[config.mk]
export PLATFORM = sky130hd
export DESIGN_NAME = fha_ctrl
export DESIGN_NICKNAME = d
export VERILOG_FILES = /design/src/hdl/fha_pkg.sv /design/src/hdl/fha_ctrl.sv
export SDC_FILE = /design/constraint.sdc
export NUM_CORES = 1
export LEC_CHECK = 0
export ABC_AREA = 1
export CAP_MARGIN = 15
export CORE_ASPECT_RATIO = 1.25
export CORE_UTILIZATION = 63
export CTS_CLUSTER_SIZE = 25
export DETAILED_ROUTE_END_ITERATION = 8
export DONT_BUFFER_PORTS = 1
export GPL_TIMING_DRIVEN = 0
export PLACE_DENSITY = 0.84
export SYNTH_ARGS = -nofsm -noshare
export SYNTH_HDL_FRONTEND = slang
export SYNTH_SLANG_ARGS = --single-unit
[constraint.sdc]
create_clock -name clk -period 1.5 [get_ports clk]
set_input_delay 0.3 -clock clk [delete_from_list [all_inputs] [get_ports clk]]
set_output_delay 0.3 -clock clk [all_outputs]
set_load 0.02 [all_outputs]
[src/hdl/fha_pkg.sv]
// Shared types, widths and codes of the first-fit heap allocator.
// Used by the channel interfaces, the controller, the datapath and the top level.
// No dependencies.
package fha_pkg;

  // Default sizing of the heap.
  localparam int HEAP_UNITS_MAX_DEF  = 4096;
  localparam int ALIGN_BYTES_DEF     = 4;
  localparam int HEADER_UNITS_DEF    = 3;
  localparam int MIN_SPLIT_UNITS_DEF = 3;

  // Fixed field widths of the channels and of the register.
  localparam int KIND_W = 2;
  localparam int SIZE_W = 16;
  localparam int ADDR_W = 14;
  localparam int STAT_W = 2;
  localparam int CFG_W  = 13;

  localparam logic [CFG_W-1:0] HEAP_UNITS_RST = 13'd4096;

  // Request kinds.
  localparam logic [KIND_W-1:0] KIND_ALLOC   = 2'd0;
  localparam logic [KIND_W-1:0] KIND_FREE    = 2'd1;
  localparam logic [KIND_W-1:0] KIND_REALLOC = 2'd2;

  // Result status codes.
  localparam logic [STAT_W-1:0] STATUS_OK       = 2'd0;
  localparam logic [STAT_W-1:0] STATUS_SIZE     = 2'd1;
  localparam logic [STAT_W-1:0] STATUS_NOMEM    = 2'd2;
  localparam logic [STAT_W-1:0] STATUS_BADADDR  = 2'd3;

  // Sequencer steps; the controller state doubles as the datapath command.
  localparam int OP_W = 5;
  localparam logic [OP_W-1:0] OP_INIT0 = 5'd0;
  localparam logic [OP_W-1:0] OP_INIT1 = 5'd1;
  localparam logic [OP_W-1:0] OP_IDLE  = 5'd2;
  localparam logic [OP_W-1:0] OP_ACHK  = 5'd3;
  localparam logic [OP_W-1:0] OP_FFRD  = 5'd4;
  localparam logic [OP_W-1:0] OP_FFEV  = 5'd5;
  localparam logic [OP_W-1:0] OP_SP1   = 5'd6;
  localparam logic [OP_W-1:0] OP_SP2   = 5'd7;
  localparam logic [OP_W-1:0] OP_RLRD  = 5'd8;
  localparam logic [OP_W-1:0] OP_RLEV  = 5'd9;
  localparam logic [OP_W-1:0] OP_LCHK  = 5'd10;
  localparam logic [OP_W-1:0] OP_LRD   = 5'd11;
  localparam logic [OP_W-1:0] OP_LEV   = 5'd12;
  localparam logic [OP_W-1:0] OP_RCHK  = 5'd13;
  localparam logic [OP_W-1:0] OP_RA1   = 5'd14;
  localparam logic [OP_W-1:0] OP_RA2   = 5'd15;
  localparam logic [OP_W-1:0] OP_SC    = 5'd16;
  localparam logic [OP_W-1:0] OP_S2    = 5'd17;
  localparam logic [OP_W-1:0] OP_S3    = 5'd18;
  localparam logic [OP_W-1:0] OP_S4    = 5'd19;
  localparam logic [OP_W-1:0] OP_RG    = 5'd20;
  localparam logic [OP_W-1:0] OP_RG2   = 5'd21;
  localparam logic [OP_W-1:0] OP_R0    = 5'd22;
  localparam logic [OP_W-1:0] OP_R1    = 5'd23;
  localparam logic [OP_W-1:0] OP_R2    = 5'd24;
  localparam logic [OP_W-1:0] OP_R3    = 5'd25;
  localparam logic [OP_W-1:0] OP_R4    = 5'd26;
  localparam logic [OP_W-1:0] OP_R5    = 5'd27;
  localparam logic [OP_W-1:0] OP_R6    = 5'd28;
  localparam logic [OP_W-1:0] OP_DONE  = 5'd29;

  // Command from the controller to the datapath.
  typedef struct packed {
    logic [OP_W-1:0] op;
    logic            accept;
    logic            out_load;
  } fha_cmd_t;

  // Status from the datapath to the controller.
  typedef struct packed {
    logic [KIND_W-1:0] kind;
    logic asz_bad;
    logic rsz_bad;
    logic at_end;
    logic fit;
    logic ff_split;
    logic rl_stop;
    logic addr_bad;
    logic found;
    logic cont;
    logic grow;
    logic move;
    logic sc_split;
    logic below;
    logic xfree;
    logic nfree;
    logic pfree;
    logic mv;
    logic out_busy;
  } fha_stat_t;

endpackage

[src/hdl/fha_ctrl.sv]
// Sequencing state machine of the heap allocator.
// Depends on fha_pkg for the step codes and the command and status structs.
module fha_ctrl (
  input  logic               clk,
  input  logic               rst,
  input  logic               req_valid,
  output logic               req_ready,
  input  logic               cfg_we,
  input  fha_pkg::fha_stat_t stat,
  output fha_pkg::fha_cmd_t  cmd
);
  import fha_pkg::*;

  logic [OP_W-1:0] state;
  logic [OP_W-1:0] state_next;

  // Requests are taken only between operations.
  assign req_ready    = (state == OP_IDLE);
  assign cmd.op       = state;
  assign cmd.accept   = (state == OP_IDLE) && req_valid;
  assign cmd.out_load = (state == OP_DONE) && !stat.out_busy;

  // Next step of the sequencer.
  always_comb begin
    state_next = state;
    unique case (state)
      OP_INIT0: state_next = OP_INIT1;
      OP_INIT1: state_next = OP_IDLE;
      OP_IDLE: begin
        if (req_valid) begin
          if (stat.kind == KIND_ALLOC) state_next = OP_ACHK;
          else if (stat.kind == KIND_FREE || stat.kind == KIND_REALLOC) state_next = OP_LCHK;
          else state_next = OP_DONE;
        end
      end
      OP_ACHK: state_next = stat.asz_bad ? OP_DONE : OP_FFRD;
      OP_FFRD: state_next = stat.at_end ? OP_DONE : OP_FFEV;
      OP_FFEV: begin
        if (stat.fit) state_next = stat.ff_split ? OP_SP1 : OP_RLRD;
        else state_next = OP_FFRD;
      end
      OP_SP1: state_next = OP_SP2;
      OP_SP2: state_next = OP_RLRD;
      OP_RLRD: state_next = OP_RLEV;
      OP_RLEV: begin
        if (!stat.rl_stop) state_next = OP_RLRD;
        else if (stat.kind == KIND_REALLOC && stat.mv) state_next = OP_RG;
        else state_next = OP_DONE;
      end
      OP_LCHK: state_next = stat.addr_bad ? OP_DONE : OP_LRD;
      OP_LRD: state_next = OP_LEV;
      OP_LEV: begin
        if (stat.found) state_next = (stat.kind == KIND_FREE) ? OP_R0 : OP_RCHK;
        else if (stat.cont) state_next = OP_LRD;
        else state_next = OP_DONE;
      end
      OP_RCHK: begin
        if (stat.rsz_bad) state_next = OP_DONE;
        else state_next = stat.grow ? OP_RA1 : OP_SC;
      end
      OP_RA1: state_next = stat.move ? OP_FFRD : OP_RA2;
      OP_RA2: state_next = OP_SC;
      OP_SC: begin
        if (stat.sc_split) state_next = OP_S2;
        else state_next = stat.below ? OP_RLRD : OP_DONE;
      end
      OP_S2: state_next = OP_S3;
      OP_S3: begin
        if (stat.xfree) state_next = OP_S4;
        else state_next = stat.below ? OP_RLRD : OP_DONE;
      end
      OP_S4: state_next = stat.below ? OP_RLRD : OP_DONE;
      OP_RG:  state_next = OP_RG2;
      OP_RG2: state_next = OP_R0;
      OP_R0:  state_next = OP_R1;
      OP_R1:  state_next = stat.nfree ? OP_R2 : OP_R3;
      OP_R2:  state_next = OP_R3;
      OP_R3:  state_next = OP_R4;
      OP_R4:  state_next = stat.pfree ? OP_R5 : OP_R6;
      OP_R5:  state_next = OP_R6;
      OP_R6:  state_next = OP_DONE;
      OP_DONE: state_next = stat.out_busy ? OP_DONE : OP_IDLE;
      default: state_next = OP_INIT0;
    endcase
  end

  // A register write rebuilds the heap, so it restarts at the first setup step.
  always_ff @(posedge clk) begin
    if (rst || cfg_we) begin
      state <= OP_INIT0;
    end else begin
      state <= state_next;
    end
  end

endmodule

==> Word level (Yosys, flattened, before mapping) <==
Cells that the tools add are included.
{ "totals": {"regBits": 5, "wordCells": 64, "out_inout_bits": 8, "inputBits": 24} }
{ "classes": {"n_reduce_logical": 8, "n_eq_ne": 32, "muxes": 23} }
{ "op_table": {"columns": ["cell", "n"], "rows": [
  ["5-bit one-hot mux with 30 select lines", 1],
  ["5-bit two-way mux", 16],
  ["5-bit equality test, second input constant", 14],
  ["5-bit by 4-bit equality test with 1-bit output, second input constant", 8],
  ["5-bit by 3-bit equality test with 1-bit output, second input constant", 4],
  ["4-bit two-way mux", 4],
  ["5-bit by 2-bit equality test with 1-bit output, second input constant", 2],
  ["5-bit by 1-bit equality test with 1-bit output, second input constant", 1],
  ["5-bit logical NOT", 1],
  ["1-bit logical AND", 3],
  ["3-bit two-way mux", 1],
  ["2-bit by 1-bit equality test with 1-bit output, second input constant", 1],
  ["2-bit equality test, second input constant", 1],
  ["2-bit logical NOT", 1],
  ["1-bit logical OR", 2],
  ["2-bit != test, second input constant", 1],
  ["1-bit logical NOT", 1],
  ["1-bit two-way mux", 1]
]} }

==> Longest topological paths before layout <==
Gate-level depths: netlist of run 1.
{ "logic_depth": {"ltp_word": 6, "depth_mapped": 12, "mapped_depth_nobuf": 12} }

==> Worst setup path after synthesis of run 1 <==
OpenSTA, ideal clock, no wires.
{ "synth_timing": {"path_kind": "register to output", "startpoint": "register state[1]", "endpoint": "output port cmd[1] (netlist name)", "required_time_ns": 1.200, "arrival_ns": 1.188, "path_buffers": 0, "setup_slack_ns": 0.012, "stages_incl_launch_ff": 5, "cell_sequence": "dfxtp_1 inv_2 nor2_4 nand3_2 nor2_1"} }
{ "synth_rtl": {"columns": ["item", "line", "source"], "rows": [
  ["start: declaration", "fha_ctrl.sv:14", "logic [OP_W-1:0] state;"],
  ["start signal: assignment", "fha_ctrl.sv:92", "state <= state_next;"],
  ["end: declaration", "fha_ctrl.sv:10", "output fha_pkg::fha_cmd_t cmd"]
]} }

==> Final worst setup path of run 1 <==
{ "layout_timing": {"startpoint": "register state[0]", "endpoint": "register state[0]"} }
{ "layout_via": {"elab_chain_cells": 2, "elab_cells_between_ends": 32, "classes_between": "eq/ne: 30; mux: 1; reduce/logical: 1"} }
{ "layout_lines": {"columns": ["item", "line", "source"], "rows": [
  ["5-bit equality test, or another cell as far along", "fha_ctrl.sv:26", "unique case (state)"],
  ["5-bit one-hot mux with 30 select lines / 2-bit != test (equally long branches)", null, null]
]} }
Parallel ways exist; a longest one is shown, timed or not.
A chain may end at the register's enable or synchronous reset.

==> results by group, run 1 <==
Global routing
  – Initial antenna violation count: 0
  – GRT Util Overall: between 30% and 40%
  – First-pass GRT wire length: ~4600 µm
  – Total grt overflow: 0
  – Largest net degree at the start of global routing: 11
  – Vias in the first global route: 1,205

Synthesis
  – Largest family of logic cells by synthesized area: simple AND/OR/NAND/NOR gates
  – Synth cell types: 22
  – Simple-Gate Fraction of Synth Area: between 60% and 70%
  – Most common cell in the synthesized netlist: nand2_1
  – Post-synthesis cell count: 218
  – Synth top area share: 21.4%
  – Synth Cell Area: 1070 µm²
  – Register bit total from synthesis: 5
  – Mapped Avg Cell Area: 4.91 µm²
  – Ys async rst share: 0%
  – Post-synthesis sequential area ratio: a little under a tenth
  – Synth Warn #: 0
  – EDFF count, synth: 0
  – Compound-Gate Fraction of Synth Area: 3.98%
  – Largest area contributor in the netlist: nand2_1
  – Synth area leaders: nand2_1, nand3_1, nor2_1
  – Synth Area in XOR/XNOR: 0%
  – Adder-Cell Fraction of Synth Area: 5.85%
  – Syn Nets: 247
  – Leading register cell type out of synthesis: dfxtp_1
  – Post-synthesis mux area share: 0%
  – Post-synth top cells: nand2_1, nor2_1, nand3_1

Placement
  – DP HPWL: 2610 µm
  – Port Buffers: 0
  – Post-Place Cells: approximately 240
  – RD Place Congestion: 0.945

Worst setup path
  – Crit path DAT: 1790 ps
  – Max Fanout on Critical Path: 6
  – Worst r2r dst: state[0]
  – Reg-to-reg slack, setup: -130 ps
  – Startpoint Class: register
  – Setup crit end kind: register
  – R2R depth: 8
  – Reg-to-reg critical path startpoint: state[0]
  – Kind of critical path: reg -> reg
  – Crit path required time: 1660 ps

Timing
  – Fin crit share: 109%
  – Clock Skew: about 3.3 ps
  – Hold Fails Final Rpt: 0
  – RSZ-0062 raised after global routing: yes
  – Fin Setup TNS: -338 ps
  – Fin worst setup slack: -134 ps
  – Worst-Margin Slew: 338 ps
  – Max-slew violations: 0
  – F_max: 612 MHz
  – Fin crit period: roughly 1600 ps
  – Worst rel slew slack: 77.4%
  – Final setup viols: 4

Detailed routing
  – Starting DRT DRC Count: around 180
  – Via count: 1,594
  – DRT Pass-1 Iters: 6
  – Final ANT Viol Nets: 0
  – Drt via density: roughly 6.5
  – Post-Route WL: between 4000 and 5000 µm
  – Drt drc: 0
  – WL per Instance: 16.5 µm

Cells and area
  – Nets: 258
  – Final Non-Filler Cells: 246
  – Fraction of layout cells with a size suffix above 1: 24.1%
  – Number of flip-flops in the largest register: 5
  – Ant diodes: 0
  – Biggest register: state
  – Largest regs: state (5)
  – Synthesis-to-layout area growth: 26.7%

Clocking
  – CTS root buffer: clkbuf_4
  – Clock Tree Buf Depth: 2
  – Num CTS Buffers: 3
  – Post-CTS Hold Fix Bufs: 0
  – TritonCTS clock tree: done
  – Clk Latency, worst-skew pair: ~250 ps
  – H-tree Lvls: 1
  – Worst-path clk slew: 40 ps
  – CTS sink count: 5

Die
  – Core area: 1580 µm²
  – Die area: 1870 µm²
  – Row cnt: 16
  – Die X: 38.9 µm
  – Initial Util: between 60% and 70%
  – Io pins: 32
  – Die height: 48.1 µm

Pwr
  – Net Sw Power: roughly 0.00018 W
  – Pint: 0.000291 W
  – Seq pwr share: 33.2%
  – Leak: 0.760 nW
  – Switching Share: 38.7%
  – Comb pwr share: 33.9%
  – Clock power frac: 32.9%
  – Power Density: approximately 350 nW/µm²
  – Max VDD drop: 0.475 mV

Status
  – Outcome: finished with violations
  – Violated checks: setup timing

Min path
  – Hold Path Class: in -> reg
  – Hold endpoint: state[1]
  – Hold path start: req_valid
  – Hold Path Cell Cnt: 3

Job
  – Max_cap viols: 0
## power by group through the flow
stage          combinational (W)  clock [W]  sequential (W)
2_1_floorplan          0.0000900          0        0.000154
3_3_place_gp            0.000110          0        0.000155
3_5_place_dp            0.000113          0        0.000156
4_1_cts                 0.000120   0.000155        0.000151
5_1_grt                 0.000174   0.000175        0.000158
6_report                0.000161   0.000156        0.000158
## kinds of logic after synthesis
| kind of cell | count (synthesis) |
|---|---|
| AO/OA/AOI/OAI | 8 |
| adder cells (fa/ha/maj) | 5 |
| buffers and inverters | 33 |
| flip-flops | 5 |
| AND/OR/NAND/NOR | 167 |
## repair_timing
action	CTS	global route
pin swaps	2	17
buffers inserted	2	4
hold endpoints to repair	0	0
endpoints found under the setup margin	8	8
gates resized for setup	21	47
## metal layers
metal  share of wire, %  GRT usage [%]  up-vias
met5                  0              0        -
met4                8.8           15.9        0
met3                 12           4.19       58
met2                 46           66.3      153
met1                 34           38.2      667
li1                   -              -      716
## through the flow
stage	power (W)	hold WS, ps	area [µm²]	setup WS, ps	util (%)
finish	0.000475	271	1360	-134	85.7
global route	0.000508	307	1360	-195	85.7
CTS	0.000427	296	1180	-11.7	74.5
detailed placement	0.000270	538	1090	-225	69.1
global placement	0.000265	542	1090	-210	69.1
floorplan	0.000244	520	1070	11.5	-
## how the worst max path moves through the flow
stage	from	endpoint	slack, ps	cells past startpoint
floorplan	state[1]	cmd[1]	10	4
global placement	state[1]	state[2]	-210	10
detailed placement	state[1]	state[2]	-230	10
CTS	state[3]	state[0]	-10	8
global route	state[0]	state[0]	-200	8
finish	state[0]	state[0]	-130	8
## worst max-delay path, cell delays in order, from the launching register on
cell,delay [ps]
dfxtp_4,470
nand2_1,190
nor2_1,330
nand3_1,120
nand3_1,90
nor2_1,50
nand2_1,90
nor2_1,70
nor3_1,140
## placed cells by master, fill, tap and decap left out
| master | n |
|---|---|
| a21oi_1 | 1 |
| a21oi_2 | 1 |
| buf_4 | 5 |
| buf_6 | 3 |
| buf_8 | 1 |
| clkbuf_1 | 1 |
| clkbuf_2 | 2 |
| clkbuf_4 | 3 |
| dfxtp_4 | 5 |
| ha_1 | 5 |
| inv_1 | 21 |
| inv_2 | 5 |
| inv_6 | 1 |
| inv_8 | 1 |
| nand2_1 | 56 |
| nand2_2 | 4 |
| nand2_4 | 1 |
| nand2_8 | 1 |
| nand3_1 | 33 |
| nand3_2 | 3 |
| nand3_4 | 1 |
| nand3b_1 | 3 |
| nand4_1 | 9 |
| nor2_1 | 34 |
| nor2_2 | 9 |
| nor2_4 | 7 |
| nor3_1 | 3 |
| nor3_4 | 1 |
| o211ai_1 | 1 |
| o21ai_0 | 3 |
| o21ai_1 | 2 |
| or2_1 | 1 |
| or2_2 | 1 |
## final cells by class
class	count	area, µm²
multi-input cells	180	973
fillers	109	226
flip-flops and latches	5	119
inverters	28	118
repair buffers	6	48.8
plain buffers	5	47.5
clock buffers	4	26.3
well taps	18	22.5
(Power assumes the default switching activity.)
==> inputs of run 2 (changes only) <==
--- a/config.mk
+++ b/config.mk
@@ -14,6 +14,7 @@
 export DONT_BUFFER_PORTS = 1
 export GPL_TIMING_DRIVEN = 0
 export PLACE_DENSITY = 0.84
+export SKIP_CTS_REPAIR_TIMING = 1
 export SYNTH_ARGS = -nofsm -noshare
 export SYNTH_HDL_FRONTEND = slang
 export SYNTH_SLANG_ARGS = --single-unit
==> results by group, run 2 (synthesized netlist as in run 1, its figures left out) <==
Detailed routing
  – Drt via density: approximately 6.3
  – Via count: 1,527
  – Post-Route WL: 3460 µm
  – WL per Instance: between 10 and 15 µm
  – Drt drc: 0
  – DRT Pass-1 Iters: 7
  – Final ANT Viol Nets: 0
  – Starting DRT DRC Count: 110

Worst setup path
  – Startpoint Class: register
  – Max Fanout on Critical Path: 6
  – R2R depth: 10
  – Reg-to-reg slack, setup: -40 ps
  – Reg-to-reg critical path startpoint: state[0]
  – Worst r2r dst: state[0]
  – Setup crit end kind: output port
  – Kind of critical path: reg -> out
  – Crit path DAT: between 1000 and 1500 ps
  – Crit path required time: 1200 ps

Cells and area
  – Nets: 255
  – Commonest cells after routing, fill and taps aside: nand2_1, nor2_1, nand3_1, inv_1, nand4_1
  – Fraction of layout cells with a size suffix above 1: 17.3%
  – Final Cell Area: ~1300 µm²
  – Ant diodes: 0
  – Final Util: 80.1%
  – Largest regs: state (5)
  – Synthesis-to-layout area growth: 18.5%
  – Final Non-Filler Cells: 243
  – Biggest register: state
  – Number of flip-flops in the largest register: 5
  – Commonest non-fill, non-tap cell in the layout: nand2_1

Timing
  – Hold_ws: ~300 ps
  – Max-slew violations: 0
  – Fin worst setup slack: -50.2 ps
  – Hold Fails Final Rpt: 0
  – Fin crit share: 103%
  – Final setup viols: 2
  – F_max: 645 MHz
  – Fin Setup TNS: -87.4 ps
  – Worst rel slew slack: 79.7%
  – RSZ-0062 raised after global routing: yes
  – Worst-Margin Slew: 303 ps
  – Clock Skew: 3.39 ps
  – Fin crit period: around 1600 ps

Die
  – Die area: 1870 µm²
  – Die height: 48.1 µm
  – Io pins: 32
  – Initial Util: 67.6%
  – Core area: around 1600 µm²
  – Die X: around 39 µm
  – Row cnt: 16

Placement
  – RD Place Congestion: 0.945
  – DP HPWL: 2610 µm
  – Area after DPL: between 1000 and 1500 µm²
  – Post-Place Cells: between 200 and 250
  – Port Buffers: 0

Global routing
  – Vias in the first global route: roughly 1,200
  – Largest net degree at the start of global routing: 11
  – GRT Util Overall: 33.9%
  – Initial antenna violation count: 0
  – Total grt overflow: 0
  – First-pass GRT wire length: 4390 µm

Pwr
  – Max VDD drop: 0.468 mV
  – Power Density: 352 nW/µm²
  – Leak: 0.722 nW

Status
  – Violated checks: setup timing
  – Outcome: finished with violations

Clocking
  – TritonCTS clock tree: done
  – CTS sink count: 5
  – Worst-path clk slew: 40 ps
  – Clk Latency, worst-skew pair: 240 ps
  – H-tree Lvls: 1
  – Clock Tree Buf Depth: 2
  – Num CTS Buffers: 3
  – CTS root buffer: clkbuf_4

Min path
  – Hold path start: req_valid
  – Hold Path Cell Cnt: 3
  – Hold endpoint: state[1]
  – Hold Path Class: in -> reg

Job
  – Max_cap viols: 0
## run 2: cell count changes in the layout (fill, tap and decap cells not counted), moves of 2 or more
cell     previous run  this run
nor2_1             34        39
buf_6               3         0
nand2_1            56        59
nand3_1            33        36
nand3_2             3         0
nor2_4              7         4
inv_1              21        23
inv_2               5         3
nand2_2             4         2
nor2_2              9         7
## run 2: power by group
group / internal, W / leakage [nW] / switching (W)
Clock: 0.000100 / 0.0150 / 0.0000544
Sequential: 0.000133 / 0.0444 / 0.0000204
Combinational: 0.0000477 / 0.662 / 0.0000898
## run 2: worst max path at each step
stage	cells after the start	startpoint	endpoint
floorplan	4	state[1]	cmd[1]
global placement	10	state[1]	state[2]
detailed placement	10	state[1]	state[2]
CTS	4	state[1]	cmd[1]
global route	4	state[1]	cmd[1]
finish	4	state[1]	cmd[1]
## run 2: area by class of cell
cell class | instances | area [µm²]
tap | 18 | 22.5
buffer | 5 | 40.0
inverter | 28 | 115
timing repair buffer | 3 | 35.0
sequential | 5 | 119
clock buffer | 4 | 26.3
fill | 120 | 314
multi-input combinational | 180 | 910
## run 2: layer usage
layer / up-vias / part of all wire (%) / track usage [%]
met3: 32 / 11 / 2.79
met1: 642 / 34 / 36.6
li1: 715 / - / -
met2: 138 / 48 / 65.7
met5: - / 0 / 0
met4: 0 / 6.6 / 15.2
## run 2: worst max-delay path, stage by stage (launching register included)
cell and delay [ps]:
dfxtp_4 430, inv_6 70, nor2_4 180, nand3_4 130
nor2_4 190
## run 2: stage by stage
stage	setup slack [ps]	power, W
global placement	-210	0.000265
floorplan	11.5	0.000244
global route	-96.6	0.000482
CTS	-420	0.000424
detailed placement	-225	0.000270
finish	-50.2	0.000446
==> inputs of run 3 (changes only) <==
--- a/config.mk
+++ b/config.mk
@@ -7,13 +7,14 @@
 export LEC_CHECK = 0
 export ABC_AREA = 1
 export CAP_MARGIN = 15
-export CORE_ASPECT_RATIO = 1.25
+export CORE_ASPECT_RATIO = 0.9
 export CORE_UTILIZATION = 63
 export CTS_CLUSTER_SIZE = 25
 export DETAILED_ROUTE_END_ITERATION = 8
 export DONT_BUFFER_PORTS = 1
 export GPL_TIMING_DRIVEN = 0
 export PLACE_DENSITY = 0.84
+export SETUP_SLACK_MARGIN = 0.02
 export SKIP_CTS_REPAIR_TIMING = 1
 export SYNTH_ARGS = -nofsm -noshare
 export SYNTH_HDL_FRONTEND = slang
==> results by group, run 3 (synthesized netlist as in run 1, its figures left out) <==
Status
  – Outcome: finished with violations
  – Violated checks: setup timing

Placement
  – Port Buffers: 0
  – RD Place Congestion: 1.07
  – Area after DPL: 1100 µm²
  – Post-Place Worst Slack: -262 ps
  – DP HPWL: 2630 µm

Cells and area
  – Largest regs: state (5)
  – Synthesis-to-layout area growth: 18.0%
  – Commonest cells after routing, fill and taps aside: nand2_1, nor2_1, nand3_1, inv_1, nand4_1
  – Area of the multi-input gates: 905 µm²
  – Commonest non-fill, non-tap cell in the layout: nand2_1
  – Number of flip-flops in the largest register: 5
  – Nets: 255
  – Fill cells: 115
  – Final Util: 83.5%
  – Register area: 119 µm²
  – Biggest register: state
  – Ant diodes: 0
  – Final Cell Area: between 1000 and 1500 µm²
  – Fraction of layout cells with a size suffix above 1: between 15 and 20%

Pwr
  – Net Sw Power: 0.000178 W
  – Switching Share: 38.7%
  – Max VDD drop: between 0.4 and 0.5 mV
  – Clock power frac: 36.4%
  – Power Density: 364 nW/µm²
  – Comb pwr share: 30.4%
  – Pint: 0.000282 W
  – Leak: 0.705 nW
  – Seq pwr share: 33.1%

Die
  – Core area: about 1500 µm²
  – Die height: 41.1 µm
  – Row cnt: 13
  – Die X: 45.4 µm
  – Initial Util: 70.7%
  – Io pins: 32
  – Die area: 1870 µm²

Detailed routing
  – Post-Route WL: 3760 µm
  – Drt via density: 6.22
  – Starting DRT DRC Count: 178
  – WL per Instance: 15.2 µm
  – DRT Pass-1 Iters: 8
  – Via count: 1,537
  – Final ANT Viol Nets: 0
  – Drt drc: 0

Clocking
  – CTS sink count: 5
  – TritonCTS clock tree: done
  – Num CTS Buffers: 3
  – Clk Latency, worst-skew pair: 260 ps
  – Worst-path clk slew: 40 ps
  – H-tree Lvls: 1
  – Clock Tree Buf Depth: 2
  – CTS root buffer: clkbuf_4

Worst setup path
  – Crit path required time: 1200 ps
  – Kind of critical path: reg -> out
  – Crit path DAT: 1290 ps
  – Setup crit end kind: output port
  – Reg-to-reg critical path startpoint: state[1]
  – Startpoint Class: register
  – Crit. Startpoint: state[1]
  – Reg-to-reg slack, setup: -60 ps
  – Max Fanout on Critical Path: 6

Timing
  – Fin crit share: 106%
  – RSZ-0062 raised after global routing: yes
  – Fin crit period: 1590 ps
  – Clock Skew: 6.67 ps
  – Max-slew violations: 0
  – F_max: 628 MHz
  – Worst-Margin Slew: 352 ps
  – Fin Setup TNS: -278 ps
  – Worst rel slew slack: about three quarters
  – Final setup viols: 5
  – Fin worst setup slack: -91.7 ps
  – Hold Fails Final Rpt: 0

Global routing
  – GRT Util Overall: around two fifths
  – Initial antenna violation count: 0
  – Vias in the first global route: 1,197
  – Total grt overflow: 0
  – First-pass GRT wire length: just over 5000 µm
  – Largest net degree at the start of global routing: 11

Min path
  – Hold Path Class: in -> reg
  – Hold path start: req_valid

Job
  – Max_cap viols: 0
-- run 3: critical path, cell delays in order (launching register included) --
cell     delay, ps
dfxtp_4        430
inv_6           60
nor2_4         200
nand3_4        150
nor2_4         200
-- run 3: path summary, 6_finish.rpt --
kind / cells after the start / end
setup / recovery: 4 / cmd[1]
hold / removal: 3 / state[1]
setup reg to reg: 8 / state[3]
hold reg to reg: 6 / state[3]
-- run 3: layer usage --
layer / wire [µm] / global-route usage (%) / up-vias / share of wire, %
li1: - / - / 709 / -
met2: 1620 / 62.5 / 162 / 43
met3: 590 / 8.81 / 39 / 16
met1: 1340 / 52.0 / 627 / 36
met5: 0 / 0 / - / 0
met4: 199 / 15.9 / 0 / 5.3
-- run 3: power groups by stage --
| stage | logic, W | registers [W] | clock network, W |
|---|---|---|---|
| floorplan | 0.0000900 | 0.000154 | 0 |
| global placement | 0.000111 | 0.000156 | 0 |
| detailed placement | 0.000115 | 0.000156 | 0 |
| CTS | 0.000116 | 0.000153 | 0.000173 |
| global route | 0.000155 | 0.000153 | 0.000184 |
| finish | 0.000140 | 0.000152 | 0.000167 |
-- run 3: area by class of cell --
type / instances / share of cell area, %
Multi-Input combinational cell: 180 / 71.7
Sequential cell: 5 / 9.42
Inverter: 28 / 9.12
Buffer: 5 / 3.77
Tap cell: 22 / 2.18
Clock buffer: 4 / 2.08
Timing Repair Buffer: 3 / 1.78
-- run 3: through the flow --
| step | hold slack, ps | cells | total power [W] |
|---|---|---|---|
| floorplan | 520 | 218 | 0.000244 |
| global placement | 534 | 240 | 0.000267 |
| detailed placement | 538 | 240 | 0.000271 |
| CTS | 274 | 244 | 0.000442 |
| global route | 316 | 247 | 0.000492 |
| finish | 316 | 247 | 0.000459 |
